===== src/rtl/tlprd_pkg.sv =====
// Package with the types, codes and CRC function shared by the packet decoder.
package tlprd_pkg;

	localparam int unsigned POS_W = 13;
	localparam int unsigned CNT_W = POS_W + 1;
	localparam int unsigned HDR_BYTES = 12;
	localparam logic [POS_W-1:0] POS_MAX = '1;
	localparam logic [POS_W-1:0] HDR_END = POS_W'(HDR_BYTES);
	localparam logic [CNT_W-1:0] MIN_COUNT = CNT_W'(16);
	localparam logic [31:0] CRC_POLY = 32'hEDB8_8320;
	localparam logic [31:0] CRC_INIT = 32'hFFFF_FFFF;

	localparam logic [4:0] TYPE_MEM = 5'h00;
	localparam logic [4:0] TYPE_CPL = 5'h0A;
	localparam logic [4:0] TYPE_CFG0 = 5'h05;
	localparam logic [4:0] TYPE_CFG1 = 5'h04;
	localparam logic [4:0] TYPE_MSG = 5'h12;
	localparam logic [4:0] TYPE_MSGD = 5'h1A;

	typedef enum logic [1:0] {
		ERR_OK    = 2'd0,
		ERR_SHORT = 2'd1,
		ERR_HDR4  = 2'd2,
		ERR_LCRC  = 2'd3
	} err_t;

	typedef enum logic [3:0] {
		KIND_UNKNOWN = 4'd0,
		KIND_MRD     = 4'd1,
		KIND_MWR     = 4'd2,
		KIND_CPL     = 4'd3,
		KIND_CPLD    = 4'd4,
		KIND_CFGRD0  = 4'd5,
		KIND_CFGWR0  = 4'd6,
		KIND_CFGRD1  = 4'd7,
		KIND_CFGWR1  = 4'd8,
		KIND_MSG     = 4'd9,
		KIND_MSGD    = 4'd10
	} kind_t;

	typedef struct packed {
		logic        record_type;
		logic [7:0]  payload_byte;
		logic [1:0]  error_code;
		logic [3:0]  tlp_kind;
		logic [2:0]  traffic_class;
		logic [3:0]  header_flags;
		logic [9:0]  len_field;
		logic [15:0] req_id;
		logic [15:0] cpl_id;
		logic [7:0]  tag_value;
		logic [31:0] address;
		logic [13:0] completion_info;
	} rec_t;

	function automatic logic [31:0] crc_byte(input logic [31:0] crc, input logic [7:0] b);
		logic [31:0] c;
		c = crc ^ {24'd0, b};
		for (int k = 0; k < 8; k++) begin
			c = c[0] ? ((c >> 1) ^ CRC_POLY) : (c >> 1);
		end
		return c;
	endfunction

endpackage


===== src/rtl/tlprd_in_if.sv =====
// Channel interface for packet bytes entering the decoder.
interface tlprd_in_if;
	logic       valid;
	logic       ready;
	logic [7:0] byte_value;
	logic       is_last;

	modport source(output valid, output byte_value, output is_last, input ready);
	modport sink(input valid, input byte_value, input is_last, output ready);
endinterface


===== src/rtl/tlprd_out_if.sv =====
// Channel interface for payload and summary records leaving the decoder.
interface tlprd_out_if;
	logic        valid;
	logic        ready;
	logic        record_type;
	logic [7:0]  payload_byte;
	logic [1:0]  error_code;
	logic [3:0]  tlp_kind;
	logic [2:0]  traffic_class;
	logic [3:0]  header_flags;
	logic [9:0]  len_field;
	logic [15:0] req_id;
	logic [15:0] cpl_id;
	logic [7:0]  tag_value;
	logic [31:0] address;
	logic [13:0] completion_info;

	modport source(output valid, output record_type, output payload_byte, output error_code,
		output tlp_kind, output traffic_class, output header_flags, output len_field,
		output req_id, output cpl_id, output tag_value, output address,
		output completion_info, input ready);
	modport sink(input valid, input record_type, input payload_byte, input error_code,
		input tlp_kind, input traffic_class, input header_flags, input len_field,
		input req_id, input cpl_id, input tag_value, input address,
		input completion_info, output ready);
endinterface


===== src/rtl/tlprd_parse.sv =====
// Byte parser: header capture, CRC-32 accumulation, LCRC capture and record formation.
module tlprd_parse (
	input  logic              clk,
	input  logic              arst_n,
	tlprd_in_if.sink          byte_ch,
	input  logic              buf_ready,
	output logic              push,
	output tlprd_pkg::rec_t   rec
);
	import tlprd_pkg::*;

	logic [POS_W-1:0] pos_q, pos_n;
	logic [7:0]       hdr_q [HDR_BYTES];
	logic [31:0]      crc_q, crc_n;
	logic [31:0]      crc_trl_q, crc_trl_n;
	logic [31:0]      lcrc_q, lcrc_n;
	logic [POS_W-1:0] trl_q, trl_n;

	logic             acc;
	logic             last;
	logic [7:0]       b;
	logic             in_hdr, in_pay, in_trl, fwd;
	logic [CNT_W-1:0] count;
	logic [CNT_W-1:0] trl_end;
	logic [1:0]       trl_idx;
	logic [9:0]       len;
	logic [10:0]      len_eff;
	logic [POS_W-1:0] pay;
	logic [2:0]       fmt;
	logic [4:0]       typ;
	err_t             err;
	rec_t             sum;

	assign byte_ch.ready = buf_ready;
	assign acc = byte_ch.valid && buf_ready;
	assign last = byte_ch.is_last;
	assign b = byte_ch.byte_value;

	assign trl_end = {1'b0, trl_q} + CNT_W'(4);
	assign in_hdr = pos_q < HDR_END;
	assign in_pay = !in_hdr && (pos_q < trl_q);
	assign in_trl = !in_hdr && !in_pay && ({1'b0, pos_q} < trl_end);
	assign trl_idx = 2'(pos_q - trl_q);
	assign count = {1'b0, pos_q} + CNT_W'(1);
	assign fmt = hdr_q[3][7:5];
	assign typ = hdr_q[3][4:0];
	assign fwd = in_pay && !hdr_q[3][7];

	assign len = {hdr_q[1][1:0], hdr_q[0]};
	assign len_eff = (len == 10'd0) ? 11'd1024 : {1'b0, len};
	assign pay = b[6] ? {len_eff, 2'b00} : '0;

	always_comb begin
		crc_n = crc_q;
		crc_trl_n = crc_trl_q;
		lcrc_n = lcrc_q;
		trl_n = trl_q;
		if (in_hdr || in_pay) begin
			crc_n = crc_byte(crc_q, b);
		end
		if (in_hdr && pos_q == POS_W'(3)) begin
			trl_n = HDR_END + pay;
		end
		if (in_trl) begin
			if (pos_q == trl_q) begin
				crc_trl_n = ~crc_q;
			end
			lcrc_n = lcrc_q | ({24'd0, b} << {trl_idx, 3'b000});
		end
		pos_n = (pos_q == POS_MAX) ? pos_q : pos_q + POS_W'(1);
	end

	always_comb begin
		sum = '0;
		sum.record_type = 1'b1;
		if (count < MIN_COUNT) begin
			err = ERR_SHORT;
		end else if (fmt[2]) begin
			err = ERR_HDR4;
		end else if (count < trl_end) begin
			err = ERR_SHORT;
		end else if (lcrc_n != crc_trl_n) begin
			err = ERR_LCRC;
		end else begin
			err = ERR_OK;
		end
		sum.error_code = err;
		if (err == ERR_OK || err == ERR_LCRC) begin
			sum.traffic_class = hdr_q[2][6:4];
			sum.header_flags = {hdr_q[1][7], hdr_q[1][6], hdr_q[1][5:4]};
			sum.len_field = len;
			case (typ)
				TYPE_MEM: begin
					sum.tlp_kind = fmt[1] ? KIND_MWR : KIND_MRD;
					sum.req_id = {hdr_q[5], hdr_q[4]};
					sum.tag_value = hdr_q[6];
					sum.address = {hdr_q[11], hdr_q[10], hdr_q[9], hdr_q[8]};
				end
				TYPE_CPL: begin
					sum.tlp_kind = fmt[1] ? KIND_CPLD : KIND_CPL;
					sum.cpl_id = {hdr_q[5], hdr_q[4]};
					sum.completion_info = {hdr_q[6][5:3], hdr_q[6][2:0], hdr_q[7]};
					sum.tag_value = hdr_q[9];
					sum.req_id = {hdr_q[10], hdr_q[11]};
				end
				TYPE_CFG0: begin
					sum.tlp_kind = fmt[1] ? KIND_CFGWR0 : KIND_CFGRD0;
					sum.req_id = {hdr_q[5], hdr_q[4]};
					sum.tag_value = hdr_q[6];
				end
				TYPE_CFG1: begin
					sum.tlp_kind = fmt[1] ? KIND_CFGWR1 : KIND_CFGRD1;
					sum.req_id = {hdr_q[5], hdr_q[4]};
					sum.tag_value = hdr_q[6];
				end
				TYPE_MSG: begin
					sum.tlp_kind = KIND_MSG;
					sum.req_id = {hdr_q[5], hdr_q[4]};
					sum.tag_value = hdr_q[6];
				end
				TYPE_MSGD: begin
					sum.tlp_kind = KIND_MSGD;
					sum.req_id = {hdr_q[5], hdr_q[4]};
					sum.tag_value = hdr_q[6];
				end
				default: begin
					sum.tlp_kind = KIND_UNKNOWN;
				end
			endcase
		end
	end

	always_comb begin
		rec = '0;
		if (last) begin
			rec = sum;
		end else begin
			rec.payload_byte = b;
		end
	end

	assign push = acc && (last || fwd);

	always_ff @(posedge clk) begin
		if (acc && in_hdr) begin
			hdr_q[pos_q[3:0]] <= b;
		end
	end

	always_ff @(posedge clk or negedge arst_n) begin
		if (!arst_n) begin
			pos_q <= '0;
			crc_q <= CRC_INIT;
			crc_trl_q <= '0;
			lcrc_q <= '0;
			trl_q <= HDR_END;
		end else if (acc) begin
			if (last) begin
				pos_q <= '0;
				crc_q <= CRC_INIT;
				crc_trl_q <= '0;
				lcrc_q <= '0;
				trl_q <= HDR_END;
			end else begin
				pos_q <= pos_n;
				crc_q <= crc_n;
				crc_trl_q <= crc_trl_n;
				lcrc_q <= lcrc_n;
				trl_q <= trl_n;
			end
		end
	end

`ifndef NO_ASSERTIONS
	a_clear_after_last: assert property (@(posedge clk) disable iff (!arst_n)
		acc && last |=> pos_q == '0 && crc_q == CRC_INIT && lcrc_q == '0 && trl_q == HDR_END)
		else $error("Packet state not cleared after the final byte.");

	a_pos_advance: assert property (@(posedge clk) disable iff (!arst_n)
		acc && !last && pos_q != POS_MAX |=> pos_q == $past(pos_q) + POS_W'(1))
		else $error("Byte position did not advance on a transfer.");

	a_trailer_floor: assert property (@(posedge clk) disable iff (!arst_n)
		trl_q >= HDR_END)
		else $error("Trailer offset fell below the header size.");

	a_no_fwd_hdr4: assert property (@(posedge clk) disable iff (!arst_n)
		push && !last |-> !hdr_q[3][7] && !in_hdr)
		else $error("Payload record from a header byte or a four-dword packet.");
`endif
endmodule


===== src/rtl/tlprd_outbuf.sv =====
// Two-entry output buffer: result register plus skid register on the record channel.
module tlprd_outbuf (
	input  logic              clk,
	input  logic              arst_n,
	input  logic              push,
	input  tlprd_pkg::rec_t   rec,
	output logic              buf_ready,
	tlprd_out_if.source       rec_ch
);
	import tlprd_pkg::*;

	rec_t head_q, skid_q;
	logic head_vld_q, skid_vld_q;
	logic pop;

	assign pop = head_vld_q && rec_ch.ready;
	assign buf_ready = !skid_vld_q;

	always_ff @(posedge clk or negedge arst_n) begin
		if (!arst_n) begin
			head_vld_q <= 1'b0;
			skid_vld_q <= 1'b0;
		end else if (skid_vld_q) begin
			if (pop) begin
				skid_vld_q <= 1'b0;
			end
		end else if (!head_vld_q || pop) begin
			head_vld_q <= push;
		end else if (push) begin
			skid_vld_q <= 1'b1;
		end
	end

	always_ff @(posedge clk) begin
		if (skid_vld_q) begin
			if (pop) begin
				head_q <= skid_q;
			end
		end else if (!head_vld_q || pop) begin
			head_q <= rec;
		end else if (push) begin
			skid_q <= rec;
		end
	end

	assign rec_ch.valid = head_vld_q;
	assign rec_ch.record_type = head_q.record_type;
	assign rec_ch.payload_byte = head_q.payload_byte;
	assign rec_ch.error_code = head_q.error_code;
	assign rec_ch.tlp_kind = head_q.tlp_kind;
	assign rec_ch.traffic_class = head_q.traffic_class;
	assign rec_ch.header_flags = head_q.header_flags;
	assign rec_ch.len_field = head_q.len_field;
	assign rec_ch.req_id = head_q.req_id;
	assign rec_ch.cpl_id = head_q.cpl_id;
	assign rec_ch.tag_value = head_q.tag_value;
	assign rec_ch.address = head_q.address;
	assign rec_ch.completion_info = head_q.completion_info;
endmodule


===== src/rtl/tlp_receive_decoder_core.sv =====
// Top level of the receive decoder for packets with a three-dword header.
//
// Channel   Role  Payload
// byte_ch   sink  byte_value, is_last
// rec_ch    src   record_type, payload_byte and the summary header fields
//
// One byte is taken per cycle while the skid register is empty; its record is registered.
// The CRC-32 byte update and the LCRC compare sit between the byte and the result register.
// A skid register lets one more byte be taken while the output is stalled.
// Reset clears the position, CRC and trailer state; the header bytes need no reset.
module tlp_receive_decoder_core (
	input  logic        clk,
	input  logic        arst_n,
	tlprd_in_if.sink    byte_ch,
	tlprd_out_if.source rec_ch
);
	import tlprd_pkg::*;

	logic buf_ready;
	logic push;
	rec_t rec;

	tlprd_parse u_parse (
		.clk       (clk),
		.arst_n    (arst_n),
		.byte_ch   (byte_ch),
		.buf_ready (buf_ready),
		.push      (push),
		.rec       (rec)
	);

	tlprd_outbuf u_outbuf (
		.clk       (clk),
		.arst_n    (arst_n),
		.push      (push),
		.rec       (rec),
		.buf_ready (buf_ready),
		.rec_ch    (rec_ch)
	);
endmodule


===== src/flat_wrapper.sv =====
// flat-port wrapper written by rule: the top's interface ports become plain ports
module tlp_receive_decoder_core_flat import tlprd_pkg::*;
  (clk, arst_n, byte_ch_valid, byte_ch_byte_value, byte_ch_is_last, byte_ch_ready, rec_ch_valid, rec_ch_record_type, rec_ch_payload_byte, rec_ch_error_code, rec_ch_tlp_kind, rec_ch_traffic_class, rec_ch_header_flags, rec_ch_len_field, rec_ch_req_id, rec_ch_cpl_id, rec_ch_tag_value, rec_ch_address, rec_ch_completion_info, rec_ch_ready);
  tlprd_in_if byte_ch_i ();
  tlprd_out_if rec_ch_i ();
  input  logic clk;
  input  logic arst_n;
  input wire logic [$bits(byte_ch_i.valid)-1:0] byte_ch_valid;
  input wire logic [$bits(byte_ch_i.byte_value)-1:0] byte_ch_byte_value;
  input wire logic [$bits(byte_ch_i.is_last)-1:0] byte_ch_is_last;
  output wire logic [$bits(byte_ch_i.ready)-1:0] byte_ch_ready;
  output wire logic [$bits(rec_ch_i.valid)-1:0] rec_ch_valid;
  output wire logic [$bits(rec_ch_i.record_type)-1:0] rec_ch_record_type;
  output wire logic [$bits(rec_ch_i.payload_byte)-1:0] rec_ch_payload_byte;
  output wire logic [$bits(rec_ch_i.error_code)-1:0] rec_ch_error_code;
  output wire logic [$bits(rec_ch_i.tlp_kind)-1:0] rec_ch_tlp_kind;
  output wire logic [$bits(rec_ch_i.traffic_class)-1:0] rec_ch_traffic_class;
  output wire logic [$bits(rec_ch_i.header_flags)-1:0] rec_ch_header_flags;
  output wire logic [$bits(rec_ch_i.len_field)-1:0] rec_ch_len_field;
  output wire logic [$bits(rec_ch_i.req_id)-1:0] rec_ch_req_id;
  output wire logic [$bits(rec_ch_i.cpl_id)-1:0] rec_ch_cpl_id;
  output wire logic [$bits(rec_ch_i.tag_value)-1:0] rec_ch_tag_value;
  output wire logic [$bits(rec_ch_i.address)-1:0] rec_ch_address;
  output wire logic [$bits(rec_ch_i.completion_info)-1:0] rec_ch_completion_info;
  input wire logic [$bits(rec_ch_i.ready)-1:0] rec_ch_ready;
  assign byte_ch_i.valid = byte_ch_valid;
  assign byte_ch_i.byte_value = byte_ch_byte_value;
  assign byte_ch_i.is_last = byte_ch_is_last;
  assign byte_ch_ready = byte_ch_i.ready;
  assign rec_ch_valid = rec_ch_i.valid;
  assign rec_ch_record_type = rec_ch_i.record_type;
  assign rec_ch_payload_byte = rec_ch_i.payload_byte;
  assign rec_ch_error_code = rec_ch_i.error_code;
  assign rec_ch_tlp_kind = rec_ch_i.tlp_kind;
  assign rec_ch_traffic_class = rec_ch_i.traffic_class;
  assign rec_ch_header_flags = rec_ch_i.header_flags;
  assign rec_ch_len_field = rec_ch_i.len_field;
  assign rec_ch_req_id = rec_ch_i.req_id;
  assign rec_ch_cpl_id = rec_ch_i.cpl_id;
  assign rec_ch_tag_value = rec_ch_i.tag_value;
  assign rec_ch_address = rec_ch_i.address;
  assign rec_ch_completion_info = rec_ch_i.completion_info;
  assign rec_ch_i.ready = rec_ch_ready;
  tlp_receive_decoder_core u_core (.clk(clk), .arst_n(arst_n), .byte_ch(byte_ch_i), .rec_ch(rec_ch_i));
endmodule

===== config.mk =====
export PLATFORM = sky130hd
export DESIGN_NAME = tlp_receive_decoder_core_flat
export DESIGN_NICKNAME = d
export VERILOG_FILES = /design/src/rtl/tlprd_pkg.sv /design/src/rtl/tlprd_in_if.sv /design/src/rtl/tlprd_out_if.sv /design/src/rtl/tlprd_parse.sv /design/src/rtl/tlprd_outbuf.sv /design/src/rtl/tlp_receive_decoder_core.sv /design/src/flat_wrapper.sv
export SDC_FILE = /design/constraint.sdc
export NUM_CORES = 1
export LEC_CHECK = 0
export BUFFER_PORTS_ARGS = -buffer_cell sky130_fd_sc_hd__clkbuf_2
export CORE_MARGIN = 5
export CORE_UTILIZATION = 40
export CTS_CLUSTER_DIAMETER = 50
export DETAILED_ROUTE_END_ITERATION = 12
export PLACE_DENSITY = 0.67
export RECOVER_POWER = 100
export SYNTH_ARGS = -nofsm -noshare
export SYNTH_HDL_FRONTEND = slang
export SYNTH_SLANG_ARGS = --single-unit

===== constraint.sdc =====
create_clock -name clk -period 11.4 [get_ports clk]
set_input_delay 0.57 -clock clk [delete_from_list [all_inputs] [get_ports clk]]
set_output_delay 0.57 -clock clk [all_outputs]
set_load 0.02 [all_outputs]

==> results of run 1 <==
[critical path, stage by stage, from the launching register on]
cell and delay (ns):
dfstp_1 0.62, ha_1 0.30, and2_0 0.25, nand3_1 0.12
xnor2_1 0.17, ha_1 0.23, nand2b_1 0.16, o21a_1 0.18
o2111a_1 0.13, o21ai_1 0.36, o211a_1 0.22, clkbuf_1 2.09
nand2_1 1.76, a211o_1 0.62, nand4b_1 0.11, and4bb_1 0.24
nand4_1 0.13, a21oi_1 0.10, o31ai_1 0.18
[cells by family after synthesis]
group | after synthesis
xor+xnor | 98
mux | 87
simple gates | 530
buf+inv | 160
flops | 446
fa+ha+maj | 33
compound gates | 393
[per-stage QoR]
stage	hold slack, ns	power, mW
after floorplan	0.274	2.98
after global placement	0.472	3.30
after detailed placement	0.483	3.32
after CTS	0.0639	5.00
after global routing	0.309	5.17
final	0.301	4.95
[routing by layer]
layer  wire length [microns]  GRT usage [%]  share of wire (%)  vias to the layer above
met1                   23300           25.6                 44                     7041
met3                    3580           2.66                6.8                      104
met2                   24200           29.0                 46                      533
met5                       0              0                  0                        -
li1                        -              -                  -                     6610
met4                    1500           5.90                2.8                        0
[state kept, by name, summed over array words and instances, names as in the netlist, 8 cells and up]
signal and flops:
u_core.u_parse.trl_q 11, u_core.u_parse.pos_q 13, u_core.u_outbuf.rec_ch.address 32, u_core.u_outbuf.skid_q 118, u_core.u_outbuf.rec_ch.cpl_id 16, u_core.u_outbuf.rec_ch.len_field 10
u_core.u_parse.hdr_q 88, u_core.u_outbuf.rec_ch.req_id 16, u_core.u_parse.lcrc_q 32, u_core.u_parse.crc_trl_q 32, u_core.u_parse.crc_q 32, u_core.u_outbuf.rec_ch.payload_byte 8
u_core.u_outbuf.rec_ch.completion_info 14, u_core.u_outbuf.rec_ch.tag_value 8
[cell type report]
class / count / share of cell area [%]
Clock buffer: 58 / 5.51
Clock inverter: 34 / 1.84
Inverter: 51 / 0.816
Multi-Input combinational cell: 1141 / 31.1
Sequential cell: 446 / 54.3
Tap cell: 680 / 3.60
Timing Repair Buffer: 164 / 2.85
[cells in the mapped netlist, types with 9 or more instances]
cell type and n:
edfxtp_1 324, nor2_1 143, nand2_1 125, o21ai_0 100, and2_1 95, clkbuf_1 88, dfrtp_1 88, mux2_2 87
a21oi_1 83, xnor2_1 72, a31oi_1 66, inv_1 49, nand3_1 42, a22oi_1 37, dfstp_2 34, o31ai_1 34
ha_1 33, nor3_1 30, xor2_1 25, or3_1 22, o22ai_1 17, nor2b_1 14, and3_1 13, buf_2 12
nand4_1 11, o21ai_1 11, a21o_1 9
[power by group through the flow]
stage | logic (mW) | registers, mW | clock network, mW
2_1_floorplan | 0.737 | 2.24 | 0
3_3_place_gp | 1.15 | 2.16 | 0
3_5_place_dp | 1.16 | 2.16 | 0
4_1_cts | 1.17 | 2.13 | 1.71
5_1_grt | 1.24 | 2.16 | 1.77
6_report | 1.13 | 2.14 | 1.67
[cell usage in the layout (no fill, tap or decap), types with 9 or more instances in the layout]
cell type,netlist,final
nor2_1,143,143
clkbuf_2,0,10
and3_1,13,13
dfstp_2,34,33
inv_1,49,49
o21ai_0,100,102
o31ai_1,34,34
buf_4,4,12
a21o_1,9,9
mux2_2,87,74
nor3_1,30,30
mux2_1,0,13
nand2_1,125,125
a22oi_1,37,37
o21ai_1,11,9
dfrtp_1,88,87
a31oi_1,66,66
and2_0,0,90
clkinv_2,0,10
a21oi_1,83,83
xnor2_1,72,72
nor2b_1,14,13
nand4_1,11,11
nand3_1,42,42
o22ai_1,17,16
ha_1,33,33
clkbuf_16,0,50
edfxtp_1,324,324
xor2_1,25,25
clkbuf_1,88,148
or3_1,22,22
[final timing paths]
check | cells past startpoint | to | slack, ns
worst max-delay path | 18 | u_core.u_outbuf.rec_ch.error_code[1]$_DFFE_PP_ | 3.21
worst min-delay path | 3 | u_core.u_outbuf.rec_ch.valid$_DFFE_PN0P_ | 0.30
worst max register to register | 18 | u_core.u_outbuf.rec_ch.error_code[1]$_DFFE_PP_ | 3.21
worst min register to register | 2 | u_core.u_parse.crc_q[1]$_DFFE_PN1P_ | 0.49
max in group asynchronous | 2 | u_core.u_outbuf.skid_vld_q$_DFF_PN0_ | 5.30
min in group asynchronous | 1 | u_core.u_parse.lcrc_q[25]$_DFFE_PN0P_ | 1.15
==> impl_metrics.py, run 1 <==
metrics = {
    "clock_network": {
        "cts_resized": 0,
        "post_cts_buffers": 0,
        "h-tree-depth": 2,
        "insertion_delay_ns": 0.62,
        "clock_path_buffers": 3,
        "ctsHoldBuffers": 0,
        "cts_root_buffer": "clkbuf_16",
        "clk_transition_reported_paths_ns": 0.07,
        "clkSinkCount": 446,
        "cts_tree": "built",
        "cts_made_buffers": 50,
    },
    "global_route": {
        "grt_max_degree": 69,
        "track_usage_pct": 18.1,
        "grt_pass1_vias": 14100,
        "grt-ovfl-total": 0,
        "grt_first_pass_wirelength_mm": 82.1,
        "antenna_found_initial": 1,
    },
    "detailed_routing": {
        "vias_per_cell": 5.55,
        "drtIter0Drc": 1369,
        "wl_mm": 52.6,
        "post_drt_wl_per_cell_microns": 20.4,
        "vias": 14300,
        "drc_errors": 0,
        "firstDrtPassIters": 5,
        "drtAntennaViolNets": 0,
    },
    "power": {
        "pwr-share-clk_pct": 33.8,
        "comb_power_share_pct": 22.9,
        "switching_power_mw": 1.54,
        "pwr-share-seq_pct": 43.2,
        "powerDensity_mw_per_mm2": 209,
        "internal_power_mw": 3.41,
        "ir_drop_mv": 0.116,
        "p_sw_share_pct": 31.2,
        "total_leakage_power_nw": 8.72,
    },
    "timing": {
        "rsz0062_at_grt": "no",
        "relSlewSlack_pct": -163,
        "finalCritPeriodShare_pct": 71.8,
        "setup_slack_ns": 3.21,
        "worst_pin_slew_ns": 3.94,
        "finalHoldViolations": 0,
        "finalCriticalPeriod_ns": 8.19,
        "setup_violations": 0,
        "max_freq_ghz": 0.122,
        "setup_tns_ns": 0,
        "slew_viol_final": 781,
        "skew_ns": 0.0543,
    },
    "status": {
        "status": "complete, but fails checks",
        "violations": "capacitance limit, slew limit",
    },
    "yosys": {
        "avgSynthCellArea_sq_um": 11.9,
        "synthSimpleGateAreaFrac_pct": 12.6,
        "synth-compound-area-share_pct": 11.7,
        "netlist_instances": 1747,
        "synth.distinct_cells": 63,
        "synth_top_area_cell": "edfxtp_1",
        "synth-warning-count": 0,
        "synth_fa_ha_area_share_pct": 1.99,
        "ys_seq_elements": 446,
        "synth_top_cell_area_share_pct": 46.8,
        "synthMuxAreaShare_pct": 4.71,
        "postSynth.asyncResetShare_pct": 27.4,
        "synth_top_family_by_area": "simple AND/OR/NAND/NOR gates",
        "synth_nets": 1793,
        "seq_area_frac_synth_pct": 61.7,
        "synth_area_leaders": "edfxtp_1 47%, dfrtp_1 11%, mux2_2 4.7%",
        "synth_area_sq_mm": 0.0208,
        "synthFlopType": "edfxtp_1",
        "synth_edf_count": 324,
        "synth_xor_xnor_area_share_pct": 4.20,
    },
    "floorplan": {
        "die_h_microns": 238,
        "coreArea_sq_mm": 0.0514,
        "dieArea_sq_mm": 0.0566,
        "num_rows": 83,
        "die_w_microns": 238,
        "start_util_pct": 40.4,
        "ios": 133,
    },
    "placement": {
        "pre_cts_ws_ns": 5.83,
        "dp_hpwl_mm": 33.6,
        "dp_cells": 2482,
        "port_buffers": 132,
        "place.gp.congestion": 0.903,
        "placed_area_sq_mm": 0.0221,
    },
    "layout": {
        "final-instance-count-excl-fill": 2574,
        "multi_input_area_sq_mm": 0.00734,
        "antenna_cells": 0,
        "final_nets": 1900,
        "n_fill_cell": 4664,
        "regArea_sq_mm": 0.0128,
        "drive_above_1_share_pct": 11.9,
        "fin_util_pct": 46.0,
        "postLayoutCellArea_sq_mm": 0.0236,
        "areaGrowthSynthToFinish_pct": 13.6,
    },
    "worst_hold_path": {
        "worstHoldPathType": "in2reg",
        "hold_start": "rec_ch_ready",
    },
    "flow_run": {
        "drv_cap": 20,
    },
    "critical_path": {
        "r2r-start": "u_core.u_parse.trl_q[2]$_DFFE_PN1P_",
        "endpoint_kind": "flop",
        "critPathMaxFanout": 68,
        "startpoint_type": "flop",
        "critPathLaunch": "u_core.u_parse.trl_q[2]$_DFFE_PN1P_",
        "criticalPathCategory": "reg2reg",
        "critPathArrivalTime_ns": 8.59,
        "required_ns": 11.80,
    },
}
Power figures use the tool's default switching activity.
==> run 2, diff against run 1 <==
==> constraint.sdc (replaced) <==
create_clock -name clk -period 8.5 [get_ports clk]
set_input_delay 0.425 -clock clk [delete_from_list [all_inputs] [get_ports clk]]
set_output_delay 0.425 -clock clk [all_outputs]
set_load 0.02 [all_outputs]
==> run 2 against run 1 <==
The flow still finishes with violations (capacitance limit, slew limit). Die area did not move. First-iteration DRC count increased by 2.9%. Register-to-register slack lost 1.3 ns. Count of clock-buffer cells in the layout up 8. Wire length is 0.38% higher. Sequential cell count did not move. Sequential power rose by 34%. Final cell count is 0.35% lower. Sequential share of layout area increased by 0.25 points. Combinational power rose by 34%. Global-route usage about the same. Critical path type unchanged.
==> impl_metrics.py, run 2 (synthesis results as in run 1) <==
metrics = {
    "status": {
        "status": "complete, but fails checks",
        "violations": "capacitance limit, slew limit",
    },
    "critical_path": {
        "worst-r2r-setup-slack_ns": 1.89,
        "crit_chain": "clkbuf_1 -> inv_4 -> nand2_1 -> o41ai_1 -> and3b_4 -> buf_4",
        "path_buf_inv": 3,
        "reg2reg_to": "u_core.u_outbuf.skid_q[91]$_DFFE_PP_",
        "critPathMaxFanout": 65,
        "criticalPathCategory": "reg2reg",
        "r2r-start": "u_core.u_outbuf.skid_vld_q$_DFF_PN0_",
        "cp_slowest_stage_delay_ns": 1.24,
        "startpoint_type": "flop",
        "critPathArrivalTime_ns": 6.81,
        "required_ns": 8.70,
        "path_delay_family": "buffers and inverters",
        "endpoint_kind": "flop",
        "reg2regPathDepth": 6,
        "slowest_stage": "clkbuf_1",
    },
    "layout": {
        "n_fill_cell": 4659,
        "top_register": "u_core.u_outbuf.skid_q",
        "postLayoutCellArea_sq_mm": 0.0235,
        "areaGrowthSynthToFinish_pct": 13.1,
        "final_nets": 1892,
        "final-instance-count-excl-fill": 2565,
        "drive_above_1_share_pct": 12.4,
        "mostFrequentLayoutCell": "edfxtp_1",
        "fin_util_pct": 45.7,
        "antenna_cells": 0,
        "most-common-layout-cells": "324 x edfxtp_1, 144 x clkbuf_1, 143 x nor2_1, 125 x nand2_1, 103 x o21ai_0",
        "largest_reg_flops": 118,
    },
    "power": {
        "power.total_mw": 6.52,
        "powerDensity_mw_per_mm2": 277,
        "p_sw_share_pct": 31.0,
        "pwr-share-seq_pct": 44.0,
        "internal_power_mw": 4.50,
        "ir_drop_mv": 0.160,
        "comb_power_share_pct": 23.2,
        "switching_power_mw": 2.02,
        "total_leakage_power_nw": 8.68,
        "pwr-share-clk_pct": 32.9,
    },
    "timing": {
        "finalHoldViolations": 0,
        "finalCriticalPeriod_ns": 6.61,
        "skew_ns": 0.0250,
        "worst_pin_slew_ns": 3.73,
        "finalCritPeriodShare_pct": 77.7,
        "rsz0062_at_grt": "no",
        "setup_violations": 0,
        "slew_viol_final": 458,
        "relSlewSlack_pct": -149,
        "max_freq_ghz": 0.151,
        "setup_tns_ns": 0,
    },
    "flow_run": {
        "drv_cap": 14,
    },
    "placement": {
        "place.gp.congestion": 0.868,
        "dp_hpwl_mm": 33.7,
        "placed_area_sq_mm": 0.0221,
        "dp_cells": 2476,
        "port_buffers": 132,
    },
    "detailed_routing": {
        "met2WireLength_mm": 24.9,
        "drtIter0Drc": 1409,
        "m1WireLength_mm": 22.9,
        "vias_per_cell": 5.58,
        "drc_errors": 0,
        "post_drt_wl_per_cell_microns": 20.6,
        "drtAntennaViolNets": 0,
        "firstDrtPassIters": 5,
        "routed.top_layer": "met5",
        "vias": 14300,
        "route.met3.wl_mm": 3.58,
        "wl_mm": 52.8,
    },
    "clock_network": {
        "ctsHoldBuffers": 1,
        "post_cts_buffers": 0,
        "cts_resized": 0,
        "h-tree-depth": 2,
        "cts_tree": "built",
        "insertion_delay_ns": 0.59,
        "clock_path_buffers": 3,
        "cts_root_buffer": "clkbuf_16",
        "clkSinkCount": 446,
        "clk_transition_reported_paths_ns": 0.06,
        "cts_made_buffers": 47,
    },
    "global_route": {
        "antenna_found_initial": 1,
        "track_usage_pct": 18.1,
        "grt_pass1_vias": 14000,
        "grt_first_pass_wirelength_mm": 81.8,
        "grt-ovfl-total": 0,
        "grt_max_degree": 69,
    },
    "floorplan": {
        "dieArea_sq_mm": 0.0566,
        "die_w_microns": 238,
        "coreArea_sq_mm": 0.0514,
        "start_util_pct": 40.4,
        "num_rows": 83,
        "ios": 133,
        "die_h_microns": 238,
    },
    "worst_hold_path": {
        "hold_depth": 3,
        "hold_start": "rec_ch_ready",
        "min_to": "u_core.u_outbuf.rec_ch.valid$_DFFE_PN0P_",
        "worstHoldPathType": "in2reg",
    },
}
## run 2: changes by cell type in the layout (fill, tap and decap cells not counted), sizes merged
cell,previous run,this run
buf,12,11
clkinvlp,4,2
clkinv,18,12
dlygate4sd3,0,1
clkbuf,210,213
bufinv,7,3
## run 2: layout make-up
| class | count | area [sq um] | area share, % |
|---|---|---|---|
| clock inverter | 22 | 251 | 1.07 |
| inverter | 51 | 194 | 0.825 |
| clock buffer | 66 | 1410 | 6.00 |
| sequential | 446 | 12800 | 54.5 |
| tap | 680 | 851 | 3.62 |
| timing repair buffer | 159 | 654 | 2.78 |
| multi-input combinational | 1141 | 7330 | 31.2 |
## run 2: worst reg2reg max path, cell delays in order (launching register included)
cell	delay, ns
dfrtp_2	0.38
clkbuf_1	1.24
inv_4	1.08
nand2_1	0.81
o41ai_1	0.87
and3b_4	0.97
buf_4	0.85
## run 2: routing by layer
layer	vias to the layer above	global-route usage, %
li1	6590	-
met1	7080	25.5
met2	549	29.2
met3	102	3.24
met4	2	5.06
met5	-	0
## run 2: per-stage QoR
stage / setup WS (ns) / hold WS, ns
2_1_floorplan: 2.06 / 0.129
3_3_place_gp: 2.85 / 0.470
3_5_place_dp: 2.85 / 0.471
4_1_cts: 2.81 / 0.130
5_1_grt: 1.42 / 0.163
6_report: 1.89 / 0.162
## run 2: how the worst max path moves through the flow
stage	from	to	slack, ns	cells after the start
after CTS	u_core.u_parse.trl_q[2]$_DFFE_PN1P_	u_core.u_outbuf.rec_ch.error_code[1]$_DFFE_PP_	2.81	17
after global routing	u_core.u_outbuf.skid_vld_q$_DFF_PN0_	u_core.u_outbuf.skid_q[91]$_DFFE_PP_	1.42	6
final	u_core.u_outbuf.skid_vld_q$_DFF_PN0_	u_core.u_outbuf.skid_q[91]$_DFFE_PP_	1.89	6
after global placement	u_core.u_parse.trl_q[2]$_DFFE_PN1P_	u_core.u_outbuf.rec_ch.error_code[1]$_DFFE_PP_	2.85	17
after detailed placement	u_core.u_parse.trl_q[2]$_DFFE_PN1P_	u_core.u_outbuf.rec_ch.error_code[1]$_DFFE_PP_	2.85	17
after floorplan	u_core.u_outbuf.skid_vld_q$_DFF_PN0_	u_core.u_outbuf.rec_ch.address[0]$_DFFE_PP_	2.06	2
## run 2: power by group through the flow
stage / sequential, mW / combinational (mW) / clock, mW
after floorplan: 2.99 / 0.989 / 0
after global placement: 2.90 / 1.53 / 0
after detailed placement: 2.90 / 1.54 / 0
after CTS: 2.86 / 1.55 / 2.19
after global routing: 2.89 / 1.64 / 2.29
final: 2.87 / 1.51 / 2.14
